`src/sv/outlier_rejecting_window_average_core_assert.svh`:
```
// Assertion macros for the outlier-rejecting window average core.
// Included by the top level; no other dependencies.
`ifndef OUTLIER_REJECTING_WINDOW_AVERAGE_CORE_ASSERT_SVH
`define OUTLIER_REJECTING_WINDOW_AVERAGE_CORE_ASSERT_SVH
`ifndef SYNTHESIS
// Consequent must hold in the same cycle as the antecedent.
`define ORWA_ASSERT_SAME(label, clk, rst, ante, cons) \
   label: assert property (@(posedge clk) disable iff (rst) (ante) |-> (cons)) \
      else $error("orwa: same-cycle check failed");
// Consequent must hold in the cycle after the antecedent.
`define ORWA_ASSERT_NEXT(label, clk, rst, ante, cons) \
   label: assert property (@(posedge clk) disable iff (rst) (ante) |=> (cons)) \
      else $error("orwa: next-cycle check failed");
`else
`define ORWA_ASSERT_SAME(label, clk, rst, ante, cons)
`define ORWA_ASSERT_NEXT(label, clk, rst, ante, cons)
`endif
`endif

```
`src/sv/orwa_pkg.sv`:
```
// Shared types, constants and the microcode ROM of the window average core.
// No dependencies; imported by every module of the block.
`timescale 1ns / 1ps
package orwa_pkg;

   localparam int SAMPLE_W = 16;
   localparam int TOL_W    = 7;
   localparam int KIND_W   = 2;

   localparam logic [TOL_W-1:0] TOL_RESET = 7'd10;

   localparam logic [KIND_W-1:0] KIND_DISCARD  = 2'd0;
   localparam logic [KIND_W-1:0] KIND_PASS     = 2'd1;
   localparam logic [KIND_W-1:0] KIND_FILTERED = 2'd2;
   localparam logic [KIND_W-1:0] KIND_REJECTED = 2'd3;

   // shared divider: 24-bit dividend, 7-bit divisor, 4 quotient bits per cycle
   localparam int DVD_W      = 24;
   localparam int DSR_W      = 7;
   localparam int DIV_STEPS  = 4;
   localparam int DIV_ROUNDS = DVD_W / DIV_STEPS;
   localparam int DIV_CNT_W  = 3;

   localparam int PROD_W = SAMPLE_W + TOL_W;
   localparam int DEV_W  = 17;
   localparam logic [DSR_W-1:0] PCT_SCALE = 7'd100;

   // sequencer step codes
   localparam int STEP_W = 5;
   localparam logic [STEP_W-1:0] ST_IDLE       = 5'd0;
   localparam logic [STEP_W-1:0] ST_BRANCH     = 5'd1;
   localparam logic [STEP_W-1:0] ST_QUICK      = 5'd2;
   localparam logic [STEP_W-1:0] ST_APPEND     = 5'd3;
   localparam logic [STEP_W-1:0] ST_SUM_RD     = 5'd4;
   localparam logic [STEP_W-1:0] ST_SUM_END    = 5'd5;
   localparam logic [STEP_W-1:0] ST_MEAN_DIV   = 5'd6;
   localparam logic [STEP_W-1:0] ST_MEAN_GET   = 5'd7;
   localparam logic [STEP_W-1:0] ST_MUL        = 5'd8;
   localparam logic [STEP_W-1:0] ST_DEV_DIV    = 5'd9;
   localparam logic [STEP_W-1:0] ST_DEV_GET    = 5'd10;
   localparam logic [STEP_W-1:0] ST_FILT_INIT  = 5'd11;
   localparam logic [STEP_W-1:0] ST_FILT_RD    = 5'd12;
   localparam logic [STEP_W-1:0] ST_FILT_END   = 5'd13;
   localparam logic [STEP_W-1:0] ST_SET_FILL   = 5'd14;
   localparam logic [STEP_W-1:0] ST_AVG_DIV    = 5'd15;
   localparam logic [STEP_W-1:0] ST_AVG_EMIT   = 5'd16;
   localparam logic [STEP_W-1:0] ST_EMPTY_EMIT = 5'd17;

   // hold conditions
   localparam logic [2:0] W_NONE       = 3'd0;
   localparam logic [2:0] W_NO_REQ     = 3'd1;
   localparam logic [2:0] W_OUT_BUSY   = 3'd2;
   localparam logic [2:0] W_DIV_BUSY   = 3'd3;
   localparam logic [2:0] W_DIV_OR_OUT = 3'd4;

   // datapath actions
   localparam logic [3:0] A_NOP        = 4'd0;
   localparam logic [3:0] A_ACCEPT     = 4'd1;
   localparam logic [3:0] A_QUICK      = 4'd2;
   localparam logic [3:0] A_APPEND     = 4'd3;
   localparam logic [3:0] A_MEAN_DIV   = 4'd4;
   localparam logic [3:0] A_MEAN_GET   = 4'd5;
   localparam logic [3:0] A_MUL        = 4'd6;
   localparam logic [3:0] A_DEV_DIV    = 4'd7;
   localparam logic [3:0] A_DEV_GET    = 4'd8;
   localparam logic [3:0] A_FILT_INIT  = 4'd9;
   localparam logic [3:0] A_SET_FILL   = 4'd10;
   localparam logic [3:0] A_AVG_DIV    = 4'd11;
   localparam logic [3:0] A_AVG_EMIT   = 4'd12;
   localparam logic [3:0] A_EMPTY_EMIT = 4'd13;

   // where returning read data goes
   localparam logic [1:0] SINK_NONE = 2'd0;
   localparam logic [1:0] SINK_SUM  = 2'd1;
   localparam logic [1:0] SINK_FILT = 2'd2;

   // jump conditions
   localparam logic [2:0] J_NEXT   = 3'd0;
   localparam logic [2:0] J_ALWAYS = 3'd1;
   localparam logic [2:0] J_LOOP   = 3'd2;
   localparam logic [2:0] J_FULL   = 3'd3;
   localparam logic [2:0] J_EMPTY  = 3'd4;

   typedef struct packed {
      logic [2:0]        wait_sel;
      logic [3:0]        act;
      logic              rd_issue;
      logic [1:0]        sink;
      logic [2:0]        jmp_sel;
      logic [STEP_W-1:0] jmp_to;
   } ucw_type;

   typedef struct packed {
      logic no_req;
      logic out_busy;
      logic div_busy;
      logic full;
      logic cnt_last;
      logic kept_zero;
   } seq_stat_type;

   typedef struct packed {
      logic             start;
      logic [DVD_W-1:0] dividend;
      logic [DSR_W-1:0] divisor;
   } div_req_type;

   typedef struct packed {
      logic             busy;
      logic [DVD_W-1:0] quotient;
      logic [DSR_W-1:0] remainder;
   } div_rsp_type;

   // Microcode ROM: one control word per step.
   function automatic ucw_type ucode(input logic [STEP_W-1:0] step);
      ucw_type w;
      w = '{wait_sel: W_NONE, act: A_NOP, rd_issue: 1'b0, sink: SINK_NONE,
            jmp_sel: J_NEXT, jmp_to: ST_IDLE};
      unique case (step)
         ST_IDLE: begin
            w.wait_sel = W_NO_REQ;
            w.act      = A_ACCEPT;
         end
         ST_BRANCH: begin
            w.jmp_sel = J_FULL;
            w.jmp_to  = ST_APPEND;
         end
         ST_QUICK: begin
            w.wait_sel = W_OUT_BUSY;
            w.act      = A_QUICK;
            w.jmp_sel  = J_ALWAYS;
         end
         ST_APPEND:   w.act = A_APPEND;
         ST_SUM_RD: begin
            w.rd_issue = 1'b1;
            w.sink     = SINK_SUM;
            w.jmp_sel  = J_LOOP;
            w.jmp_to   = ST_SUM_RD;
         end
         ST_SUM_END:  w.sink = SINK_SUM;
         ST_MEAN_DIV: w.act = A_MEAN_DIV;
         ST_MEAN_GET: begin
            w.wait_sel = W_DIV_BUSY;
            w.act      = A_MEAN_GET;
         end
         ST_MUL:      w.act = A_MUL;
         ST_DEV_DIV:  w.act = A_DEV_DIV;
         ST_DEV_GET: begin
            w.wait_sel = W_DIV_BUSY;
            w.act      = A_DEV_GET;
         end
         ST_FILT_INIT: w.act = A_FILT_INIT;
         ST_FILT_RD: begin
            w.rd_issue = 1'b1;
            w.sink     = SINK_FILT;
            w.jmp_sel  = J_LOOP;
            w.jmp_to   = ST_FILT_RD;
         end
         ST_FILT_END: w.sink = SINK_FILT;
         ST_SET_FILL: begin
            w.act     = A_SET_FILL;
            w.jmp_sel = J_EMPTY;
            w.jmp_to  = ST_EMPTY_EMIT;
         end
         ST_AVG_DIV:  w.act = A_AVG_DIV;
         ST_AVG_EMIT: begin
            w.wait_sel = W_DIV_OR_OUT;
            w.act      = A_AVG_EMIT;
            w.jmp_sel  = J_ALWAYS;
         end
         ST_EMPTY_EMIT: begin
            w.wait_sel = W_OUT_BUSY;
            w.act      = A_EMPTY_EMIT;
            w.jmp_sel  = J_ALWAYS;
         end
         default: w.jmp_sel = J_ALWAYS;
      endcase
      return w;
   endfunction

endpackage

```
`src/sv/outlier_rejecting_window_average_core.sv`:
```
// Top level of the outlier-rejecting window average: datapath, window memory,
// result register. Depends on orwa_pkg, orwa_seq, orwa_div and the assert header.
`timescale 1ns / 1ps
`include "outlier_rejecting_window_average_core_assert.svh"
// Usage
// -----
// req_ channel: one 16-bit sample per item (valid/stall). rsp_ channel: one
// result item per sample: filtered value plus a kind code (discarded first,
// pass-through while filling, filtered mean, all rejected). csr_ port: write
// tolerance_pct (percent) while the block is idle; it resets to 10.
// The block works on one item at a time; req_stall is low only in the idle
// step. A finished result sits in the output register, so the next sample is
// taken while an earlier result still waits on a stalled receiver; on the
// output side it only holds to put a new result in a still-occupied register.
// Steps: the first sample and window-filling samples pass the idle, branch
// and quick steps, which load the result register. With a full window an
// item makes two walks over the window memory (one read port) and up to
// three passes through the shared divider at four quotient bits per cycle
// (window mean, mean*tolerance/100, survivor mean); the survivor-mean pass is
// skipped when every sample is rejected. Synchronous reset empties the window,
// re-arms the discard of the first sample and restores the tolerance; window
// contents are kept.
module outlier_rejecting_window_average_core import orwa_pkg::*; #(
   parameter int WINDOW_LEN = 10
) (
   input  logic                clock,
   input  logic                reset,
   input  logic                req_valid,
   output logic                req_stall,
   input  logic [SAMPLE_W-1:0] req_sample_value,
   output logic                rsp_valid,
   input  logic                rsp_stall,
   output logic [SAMPLE_W-1:0] rsp_filtered_value,
   output logic [KIND_W-1:0]   rsp_result_kind,
   input  logic                csr_write_enable,
   input  logic [TOL_W-1:0]    csr_write_data
);

   localparam int PTR_W = $clog2(WINDOW_LEN);
   localparam int CNT_W = $clog2(WINDOW_LEN + 1);
   localparam int SUM_W = SAMPLE_W + CNT_W;
   localparam int CMP_W = DEV_W + 1;

   function automatic logic [PTR_W-1:0] ptr_inc(input logic [PTR_W-1:0] p);
      return (p == PTR_W'(WINDOW_LEN - 1)) ? '0 : p + PTR_W'(1);
   endfunction

   // sequencer and divider
   ucw_type      ctrl;
   logic         fire;
   seq_stat_type stat;
   div_req_type  div_req;
   div_rsp_type  div_rsp;

   // configuration and window bookkeeping
   logic [TOL_W-1:0]    tol_ff, tol_in;
   logic                first_ff, first_in;
   logic [CNT_W-1:0]    fill_ff, fill_in;
   logic [PTR_W-1:0]    head_ff, head_in;
   logic [PTR_W-1:0]    tail_ff, tail_in;

   // working registers of one full-window item
   logic [SAMPLE_W-1:0] sample_ff, sample_in;
   logic [PTR_W-1:0]    rd_ptr_ff, rd_ptr_in;
   logic [PTR_W-1:0]    wr_ptr_ff, wr_ptr_in;
   logic [CNT_W-1:0]    cnt_ff, cnt_in;
   logic [CNT_W-1:0]    kept_ff, kept_in;
   logic [SUM_W-1:0]    acc_ff, acc_in;
   logic [SAMPLE_W-1:0] mean_ff, mean_in;
   logic [PROD_W-1:0]   prod_ff, prod_in;
   logic [DEV_W-1:0]    ceil_ff, ceil_in;
   logic [CMP_W-1:0]    upper_ff, upper_in;

   // window memory
   logic [SAMPLE_W-1:0] win_mem [WINDOW_LEN];
   logic                mem_we;
   logic [PTR_W-1:0]    mem_waddr;
   logic [SAMPLE_W-1:0] mem_wdata;
   logic                rd_fire;
   logic [SAMPLE_W-1:0] rdata_ff;
   logic                rvalid_ff, rvalid_in;
   logic                inlier;

   // result register
   logic                emit;
   logic [SAMPLE_W-1:0] emit_value;
   logic [KIND_W-1:0]   emit_kind;
   logic                out_valid_ff, out_valid_in;
   logic [SAMPLE_W-1:0] out_value_ff, out_value_in;
   logic [KIND_W-1:0]   out_kind_ff, out_kind_in;

   orwa_seq u_seq (
      .clock (clock),
      .reset (reset),
      .stat  (stat),
      .ctrl  (ctrl),
      .fire  (fire)
   );

   orwa_div u_div (
      .clock (clock),
      .reset (reset),
      .req   (div_req),
      .rsp   (div_rsp)
   );

   // only the idle step takes items
   assign req_stall = (ctrl.act != A_ACCEPT);

   assign stat.no_req    = !req_valid;
   assign stat.out_busy  = out_valid_ff && rsp_stall;
   assign stat.div_busy  = div_rsp.busy;
   assign stat.full      = first_ff && (fill_ff == CNT_W'(WINDOW_LEN));
   assign stat.cnt_last  = (cnt_ff == CNT_W'(1));
   assign stat.kept_zero = (kept_ff == '0);

   assign rd_fire = fire && ctrl.rd_issue;

   // reject below mean - ceil(dev) as s + ceil < mean, which never goes negative
   assign inlier = !((CMP_W'(rdata_ff) + CMP_W'(ceil_ff)) < CMP_W'(mean_ff)) &&
                   !(CMP_W'(rdata_ff) > upper_ff);

   always_comb begin
      tol_in    = csr_write_enable ? csr_write_data : tol_ff;
      first_in  = first_ff;
      fill_in   = fill_ff;
      head_in   = head_ff;
      tail_in   = tail_ff;
      sample_in = sample_ff;
      rd_ptr_in = rd_ptr_ff;
      wr_ptr_in = wr_ptr_ff;
      cnt_in    = cnt_ff;
      kept_in   = kept_ff;
      acc_in    = acc_ff;
      mean_in   = mean_ff;
      prod_in   = prod_ff;
      ceil_in   = ceil_ff;
      upper_in  = upper_ff;
      mem_we    = 1'b0;
      mem_waddr = tail_ff;
      mem_wdata = sample_ff;
      emit       = 1'b0;
      emit_value = '0;
      emit_kind  = KIND_DISCARD;
      div_req.start    = 1'b0;
      div_req.dividend = DVD_W'(acc_ff);
      div_req.divisor  = DSR_W'(WINDOW_LEN);
      rvalid_in = rd_fire;

      // advance the read walk
      if (rd_fire) begin
         rd_ptr_in = ptr_inc(rd_ptr_ff);
         cnt_in    = cnt_ff - CNT_W'(1);
      end

      // consume read data in the cycle after the read
      if (rvalid_ff) begin
         case (ctrl.sink)
            SINK_SUM: acc_in = acc_ff + SUM_W'(rdata_ff);
            SINK_FILT: begin
               if (inlier) begin
                  mem_we    = 1'b1;
                  mem_waddr = wr_ptr_ff;
                  mem_wdata = rdata_ff;
                  wr_ptr_in = ptr_inc(wr_ptr_ff);
                  kept_in   = kept_ff + CNT_W'(1);
                  acc_in    = acc_ff + SUM_W'(rdata_ff);
               end
            end
            default: ;
         endcase
      end

      if (fire) begin
         unique case (ctrl.act)
            A_ACCEPT: sample_in = req_sample_value;
            A_QUICK: begin
               if (!first_ff) begin
                  // drop the very first sample
                  first_in   = 1'b1;
                  emit       = 1'b1;
                  emit_value = '0;
                  emit_kind  = KIND_DISCARD;
               end else begin
                  mem_we     = 1'b1;
                  mem_waddr  = tail_ff;
                  mem_wdata  = sample_ff;
                  tail_in    = ptr_inc(tail_ff);
                  fill_in    = fill_ff + CNT_W'(1);
                  emit       = 1'b1;
                  emit_value = sample_ff;
                  emit_kind  = KIND_PASS;
               end
            end
            A_APPEND: begin
               // full window: tail equals head, overwrite the oldest entry
               mem_we    = 1'b1;
               mem_waddr = tail_ff;
               mem_wdata = sample_ff;
               head_in   = ptr_inc(head_ff);
               tail_in   = ptr_inc(tail_ff);
               rd_ptr_in = ptr_inc(head_ff);
               cnt_in    = CNT_W'(WINDOW_LEN);
               acc_in    = '0;
            end
            A_MEAN_DIV: begin
               div_req.start    = 1'b1;
               div_req.dividend = DVD_W'(acc_ff);
               div_req.divisor  = DSR_W'(WINDOW_LEN);
            end
            A_MEAN_GET: mean_in = div_rsp.quotient[SAMPLE_W-1:0];
            A_MUL:      prod_in = PROD_W'(mean_ff) * PROD_W'(tol_ff);
            A_DEV_DIV: begin
               div_req.start    = 1'b1;
               div_req.dividend = DVD_W'(prod_ff);
               div_req.divisor  = PCT_SCALE;
            end
            A_DEV_GET: begin
               ceil_in  = div_rsp.quotient[DEV_W-1:0] +
                          DEV_W'(div_rsp.remainder != '0);
               upper_in = CMP_W'(div_rsp.quotient[DEV_W-1:0]) + CMP_W'(mean_ff);
            end
            A_FILT_INIT: begin
               rd_ptr_in = head_ff;
               wr_ptr_in = head_ff;
               cnt_in    = CNT_W'(WINDOW_LEN);
               kept_in   = '0;
               acc_in    = '0;
            end
            A_SET_FILL: begin
               // survivors now sit at the front of the window
               fill_in = kept_ff;
               tail_in = wr_ptr_ff;
            end
            A_AVG_DIV: begin
               div_req.start    = 1'b1;
               div_req.dividend = DVD_W'(acc_ff);
               div_req.divisor  = DSR_W'(kept_ff);
            end
            A_AVG_EMIT: begin
               emit       = 1'b1;
               emit_value = div_rsp.quotient[SAMPLE_W-1:0];
               emit_kind  = KIND_FILTERED;
            end
            A_EMPTY_EMIT: begin
               emit       = 1'b1;
               emit_value = '0;
               emit_kind  = KIND_REJECTED;
            end
            default: ;
         endcase
      end

      // result register: load on emit, empty when the receiver takes it
      out_valid_in = out_valid_ff && rsp_stall;
      out_value_in = out_value_ff;
      out_kind_in  = out_kind_ff;
      if (emit) begin
         out_valid_in = 1'b1;
         out_value_in = emit_value;
         out_kind_in  = emit_kind;
      end
   end

   always_ff @(posedge clock) begin
      if (reset) begin
         tol_ff       <= TOL_RESET;
         first_ff     <= 1'b0;
         fill_ff      <= '0;
         head_ff      <= '0;
         tail_ff      <= '0;
         rvalid_ff    <= 1'b0;
         out_valid_ff <= 1'b0;
      end else begin
         tol_ff       <= tol_in;
         first_ff     <= first_in;
         fill_ff      <= fill_in;
         head_ff      <= head_in;
         tail_ff      <= tail_in;
         rvalid_ff    <= rvalid_in;
         out_valid_ff <= out_valid_in;
      end
      sample_ff    <= sample_in;
      rd_ptr_ff    <= rd_ptr_in;
      wr_ptr_ff    <= wr_ptr_in;
      cnt_ff       <= cnt_in;
      kept_ff      <= kept_in;
      acc_ff       <= acc_in;
      mean_ff      <= mean_in;
      prod_ff      <= prod_in;
      ceil_ff      <= ceil_in;
      upper_ff     <= upper_in;
      out_value_ff <= out_value_in;
      out_kind_ff  <= out_kind_in;
   end

   // window memory: one write port, one registered read port
   always_ff @(posedge clock) begin
      if (mem_we) begin
         win_mem[mem_waddr] <= mem_wdata;
      end
      if (rd_fire) begin
         rdata_ff <= win_mem[rd_ptr_ff];
      end
   end

   assign rsp_valid          = out_valid_ff;
   assign rsp_filtered_value = out_value_ff;
   assign rsp_result_kind    = out_kind_ff;

   // a new result never lands on one the receiver has not taken
   `ORWA_ASSERT_SAME(a_emit_free, clock, reset, emit, !(out_valid_ff && rsp_stall))
   // the shared divider is never restarted mid-division
   `ORWA_ASSERT_SAME(a_div_idle_start, clock, reset, div_req.start, !div_rsp.busy)
   // one item at a time: after an accept the input holds off
   `ORWA_ASSERT_NEXT(a_one_item, clock, reset, req_valid && !req_stall, req_stall)
   // nothing is stored before the first sample has been dropped
   `ORWA_ASSERT_SAME(a_fill_after_first, clock, reset, !first_ff, fill_ff == '0)

endmodule

```
`src/sv/orwa_div.sv`:
```
// Shared iterative divider, radix-16 restoring, four quotient bits a cycle.
// Depends on orwa_pkg for widths and the request/response structs.
`timescale 1ns / 1ps
module orwa_div import orwa_pkg::*; (
   input  logic        clock,
   input  logic        reset,
   input  div_req_type req,
   output div_rsp_type rsp
);

   logic                 busy_ff, busy_in;
   logic [DIV_CNT_W-1:0] cnt_ff, cnt_in;
   logic [DVD_W-1:0]     dvd_ff, dvd_in;
   logic [DSR_W-1:0]     rem_ff, rem_in;
   logic [DSR_W-1:0]     dsr_ff, dsr_in;
   logic [DSR_W:0]       trial;

   always_comb begin
      busy_in = busy_ff;
      cnt_in  = cnt_ff;
      dvd_in  = dvd_ff;
      rem_in  = rem_ff;
      dsr_in  = dsr_ff;
      trial   = '0;
      if (req.start) begin
         busy_in = 1'b1;
         cnt_in  = DIV_CNT_W'(DIV_ROUNDS - 1);
         dvd_in  = req.dividend;
         rem_in  = '0;
         dsr_in  = req.divisor;
      end else if (busy_ff) begin
         // dividend register doubles as the quotient shift register
         for (int i = 0; i < DIV_STEPS; i++) begin
            trial  = {rem_in, dvd_in[DVD_W-1]};
            dvd_in = {dvd_in[DVD_W-2:0], 1'b0};
            if (trial >= {1'b0, dsr_in}) begin
               trial     = trial - {1'b0, dsr_in};
               dvd_in[0] = 1'b1;
            end
            rem_in = trial[DSR_W-1:0];
         end
         if (cnt_ff == '0) begin
            busy_in = 1'b0;
         end else begin
            cnt_in = cnt_ff - DIV_CNT_W'(1);
         end
      end
   end

   always_ff @(posedge clock) begin
      if (reset) begin
         busy_ff <= 1'b0;
      end else begin
         busy_ff <= busy_in;
      end
      cnt_ff <= cnt_in;
      dvd_ff <= dvd_in;
      rem_ff <= rem_in;
      dsr_ff <= dsr_in;
   end

   assign rsp.busy      = busy_ff;
   assign rsp.quotient  = dvd_ff;
   assign rsp.remainder = rem_ff;

endmodule

```
`src/sv/orwa_seq.sv`:
```
// Microcode sequencer: step counter, ROM lookup, hold and jump logic.
// Depends on orwa_pkg for the control word, status struct and ROM.
`timescale 1ns / 1ps
module orwa_seq import orwa_pkg::*; (
   input  logic         clock,
   input  logic         reset,
   input  seq_stat_type stat,
   output ucw_type      ctrl,
   output logic         fire
);

   logic [STEP_W-1:0] step_ff, step_in;
   logic              hold;
   logic              take;

   assign ctrl = ucode(step_ff);

   always_comb begin
      unique case (ctrl.wait_sel)
         W_NONE:       hold = 1'b0;
         W_NO_REQ:     hold = stat.no_req;
         W_OUT_BUSY:   hold = stat.out_busy;
         W_DIV_BUSY:   hold = stat.div_busy;
         W_DIV_OR_OUT: hold = stat.div_busy || stat.out_busy;
         default:      hold = 1'b0;
      endcase
      unique case (ctrl.jmp_sel)
         J_NEXT:   take = 1'b0;
         J_ALWAYS: take = 1'b1;
         J_LOOP:   take = !stat.cnt_last;
         J_FULL:   take = stat.full;
         J_EMPTY:  take = stat.kept_zero;
         default:  take = 1'b0;
      endcase
      fire = !hold;
      if (hold) begin
         step_in = step_ff;
      end else if (take) begin
         step_in = ctrl.jmp_to;
      end else begin
         step_in = step_ff + STEP_W'(1);
      end
   end

   always_ff @(posedge clock) begin
      if (reset) begin
         step_ff <= ST_IDLE;
      end else begin
         step_ff <= step_in;
      end
   end

endmodule
```
`config.mk`:
```
export PLATFORM = sky130hd
export DESIGN_NAME = outlier_rejecting_window_average_core
export DESIGN_NICKNAME = d
export VERILOG_FILES = /design/src/sv/orwa_pkg.sv /design/src/sv/outlier_rejecting_window_average_core.sv /design/src/sv/orwa_div.sv /design/src/sv/orwa_seq.sv
export VERILOG_INCLUDE_DIRS = /design/src /design/src/sv
export SDC_FILE = /design/constraint.sdc
export NUM_CORES = 1
export LEC_CHECK = 0
export BUFFER_PORTS_ARGS = -buffer_cell sky130_fd_sc_hd__buf_4
export CORE_UTILIZATION = 48
export DETAILED_ROUTE_END_ITERATION = 10
export PLACE_DENSITY_LB_ADDON = 0.15
export REMOVE_ABC_BUFFERS = 1
export SLEW_MARGIN = 25
export SYNTH_ARGS = -nofsm -noshare
export SYNTH_HDL_FRONTEND = slang
export SYNTH_SLANG_ARGS = --single-unit
export TNS_END_PERCENT = 20
```
`constraint.sdc`:
```
create_clock -name clock -period 7.3 [get_ports clock]
set_input_delay 1.46 -clock clock [delete_from_list [all_inputs] [get_ports clock]]
set_output_delay 1.46 -clock clock [all_outputs]
set_load 0.02 [all_outputs]
```
==> run_results.csv <==
group,metric,value,unit
yosys,synth_top_cell_area_share,40.0,%
global_routing,grt_max_degree,57,
route,via_count,16600,
route,wl_met1,26700,um
yosys,ys.warnings.count,0,
min_path,hold_class,"flip-flop to flip-flop",
yosys,ys_seq_area_share,46.3,%
global_routing,grt_first_pass_wirelength,89900,um
die,dieArea,49900,um^2
clocking,cts_tree,"yes",
global_routing,grt_pass1_vias,15900,
die,initial_utilization,49.0,%
placed_design,dpl_cell_area,24700,um^2
placed_design,numPortBuffers,47,
route,first_iter_violations,1234,
placed_design,hpwl,41000,um
pwr,leakagePower,10.4,nW
pwr,peakVddDrop,1000,uV
route,drc,0,
pwr,seq_power_share,27.3,%
timing,fin_crit_sh,94.5,%
global_routing,grt_overflow_total,0,
yosys,synth-async-reset-ratio,0,%
worst_setup_path,crit_path_top_delay_cell,"a311o_1",
route,ant_nets,0,
worst_setup_path,r2r_cells,38,
yosys,synth.distinct_cells,84,
pwr,switching_power,0.00480,W
clocking,clk_latency,0.57,ns
die,die_w,223,um
worst_setup_path,cp_slowest_stage_delay,0.44,ns
final_layout,nFillCells,4185,
yosys,synth_cells,2120,
worst_setup_path,arrival,7.31,ns
final_layout,diodes,0,
yosys,synth.ff_latch_count,387,
clocking,cts_sinks,387,
timing,skew,0.0224,ns
die,dieHeight,223,um
yosys,synthFlopType,"edfxtp_1",
clocking,clkTransAtPathRegs,0.06,ns
worst_setup_path,cp_data_required_time,7.71,ns
clocking,cts.htree.levels,2,
worst_setup_path,regToRegStartpoint,"u_div.dvd_ff[23]",
die,fp-row-count,80,
pwr,pwr-share-comb,55.5,%
timing,hold_viol,0,
clocking,clockBufferDepth,3,
yosys,yosysMostFrequentCell,"edfxtp_1",
route,routed_via_density,5.86,
pwr,powerDensity,455,nW/um^2
pwr,internal_power,0.00718,W
route,dr_wl_met2,26300,um
yosys,syn-cell-area,23500,um^2
worst_setup_path,reg2reg_slack,0.40,ns
die,io_pins,48,
min_path,whs_path_depth,2,
timing,worstMarginPinSlew,1.04,ns
final_layout,fin_area,26300,um^2
timing,fmax,0.145,GHz
die,core,48000,um^2
clocking,ctsRootBufferMaster,"clkbuf_16",
pwr,total_power,0.0120,W
clocking,numCtsBuffers,43,
worst_setup_path,worstSetupPathType,"flip-flop to flip-flop",
global_routing,grt_antenna_before_repair,0,
pwr,p_sw_share,40.0,%
yosys,synthTopCellsByArea,"edfxtp_1, ha_1, fa_1, dfxtp_1, nand2_1",
final_layout,num-nets-final,2445,
yosys,synth_top_cells_by_count,"edfxtp_1, nand2_1, inv_1",
status,status,"completed",
worst_setup_path,r2r-end,"u_div.rem_ff[5]",
job,maxCapViolCount,0,
worst_setup_path,critPathMaxFanout,7,
worst_setup_path,end_kind,"flip-flop",
worst_setup_path,start_kind,"flip-flop",
route,drt-total-wl,57900,um
min_path,hp-start,"u_div.cnt_ff[2]",
route,wl_per_cell,20.5,um
timing,fin_tns_setup,0,ns
clocking,hold_buffers,0,
route,route.met3.wl,3700,um
final_layout,area_delta_synth_final,11.8,%
yosys,synth_top_area_cell,"edfxtp_1",
yosys,synth_edf_count,313,
timing,maxSlewViolCount,0,
min_path,hold_end,"u_div.cnt_ff[2]",
placed_design,place_congestion,0.875,
yosys,avgSynthCellArea,11.1,um^2
route,top_layer,"met4",
pwr,pwr-share-clk,17.2,%
global_routing,grt.total_usage,23.4,%
timing,period_minus_slack,6.90,ns
worst_setup_path,crit_top_cell,"inv_2",
route,first_pass_iters,6,
final_layout,drive_above_1_share,13.2,%
timing,setup-violations-final,0,
timing,max_slew_margin,30.4,%
==> power by group through the flow <==
stage	logic, W	clock network (W)	registers (W)
floorplan	0.00434	0	0.00321
global placement	0.00573	0	0.00333
detailed placement	0.00593	0	0.00330
CTS	0.00604	0.00210	0.00326
global route	0.00742	0.00217	0.00330
finish	0.00665	0.00206	0.00327
==> layer usage <==
metal	track usage (%)	vias up
met3	3.74	80
met1	34.1	8250
met5	0	-
li1	-	7762
met2	36.3	485
met4	6.32	0
==> stage by stage <==
step / util (%) / hold slack, ns / setup slack, ns / instances
6_report: 54.8 / 0.494 / 0.400 / 2828
5_1_grt: 54.8 / 0.507 / -0.0618 / 2828
4_1_cts: 54.3 / 0.491 / 0.0127 / 2819
3_5_place_dp: 51.5 / 0.482 / -0.0241 / 2739
3_3_place_gp: 51.4 / 0.465 / 0.0694 / 2738
2_1_floorplan: - / 0.443 / 0.306 / 2033
==> cell usage in the layout, fill, tap and decap left out, types with 9 or more instances in the layout <==
master,instances
a211oi_1,30
clkbuf_1,9
or2_2,12
clkbuf_16,43
and3_1,18
a22oi_1,17
nand2_1,198
a21o_1,33
o21ai_1,9
nor3_1,34
a21oi_1,117
a31oi_1,9
nand3b_1,11
dfxtp_1,72
edfxtp_1,313
nand2b_1,30
a211o_1,10
mux4_2,32
mux2_2,23
o21bai_1,11
xnor2_1,64
o211ai_1,12
or3_1,11
buf_4,99
nor2_1,120
o21ai_0,91
mux2i_1,50
nand3_1,36
ha_1,154
xor2_1,31
and2_1,37
inv_1,168
fa_1,72
nor2b_1,48
==> logic make-up (layout without fill, tap and decap cells) <==
family | Yosys count | in the layout | share of synthesized area [%]
buf+inv | 261 | 354 | 4.30
fa+ha+maj | 237 | 237 | 15.0
compound gates | 431 | 431 | 12.0
xor+xnor | 95 | 95 | 3.54
simple gates | 599 | 599 | 12.3
mux | 110 | 110 | 6.53
flops | 387 | 387 | 46.3
==> how the worst max path moves through the flow <==
stage | start | endpoint | slack (ns) | depth (start not counted)
CTS | u_div.dvd_ff[23] | u_div.dvd_ff[0] | 0.01 | 37
finish | u_div.dvd_ff[23] | u_div.rem_ff[5] | 0.40 | 38
global placement | u_div.dvd_ff[23] | u_div.dvd_ff[0] | 0.07 | 37
floorplan | u_div.dsr_ff[1] | u_div.rem_ff[6] | 0.31 | 35
detailed placement | u_div.dvd_ff[23] | u_div.dvd_ff[0] | -0.02 | 36
global route | u_div.dvd_ff[23] | u_div.rem_ff[5] | -0.06 | 38
==> what timing repair did <==
action,in CTS,in global routing
gates cloned,0,0
endpoints found under the setup margin,1,8
buffers inserted,2,9
pin swaps,3,21
gates resized for setup,6,34
==> critical path, delay by kind of cell (launching register included) <==
kind	cells	cell delay [ns]
buffers and inverters	5	0.45
DFF	1	0.40
AOI/OAI and AO/OA	14	2.55
muxes	4	0.80
adders and majority gates	5	1.54
and+or+nand+nor	10	1.02
==> sequential cells by signal, summed over array words and instances, names as in the netlist, 17 cells and up <==
signal and flops:
win_mem 160, ceil_ff 17, u_div.dvd_ff 24, acc_ff 20
prod_ff 23, upper_ff 18
==> layout make-up <==
| cell class | instances | area (um^2) | area share, % |
|---|---|---|---|
| flip-flops and latches | 387 | 10900 | 41.4 |
| clock buffers | 55 | 1150 | 4.38 |
| multi-input cells | 1472 | 11900 | 45.2 |
| inverters | 174 | 657 | 2.50 |
| repair buffers | 102 | 786 | 2.99 |
| clock inverters | 23 | 173 | 0.656 |
| well taps | 615 | 769 | 2.93 |
No activity file was read; power rests on OpenSTA's default activity.
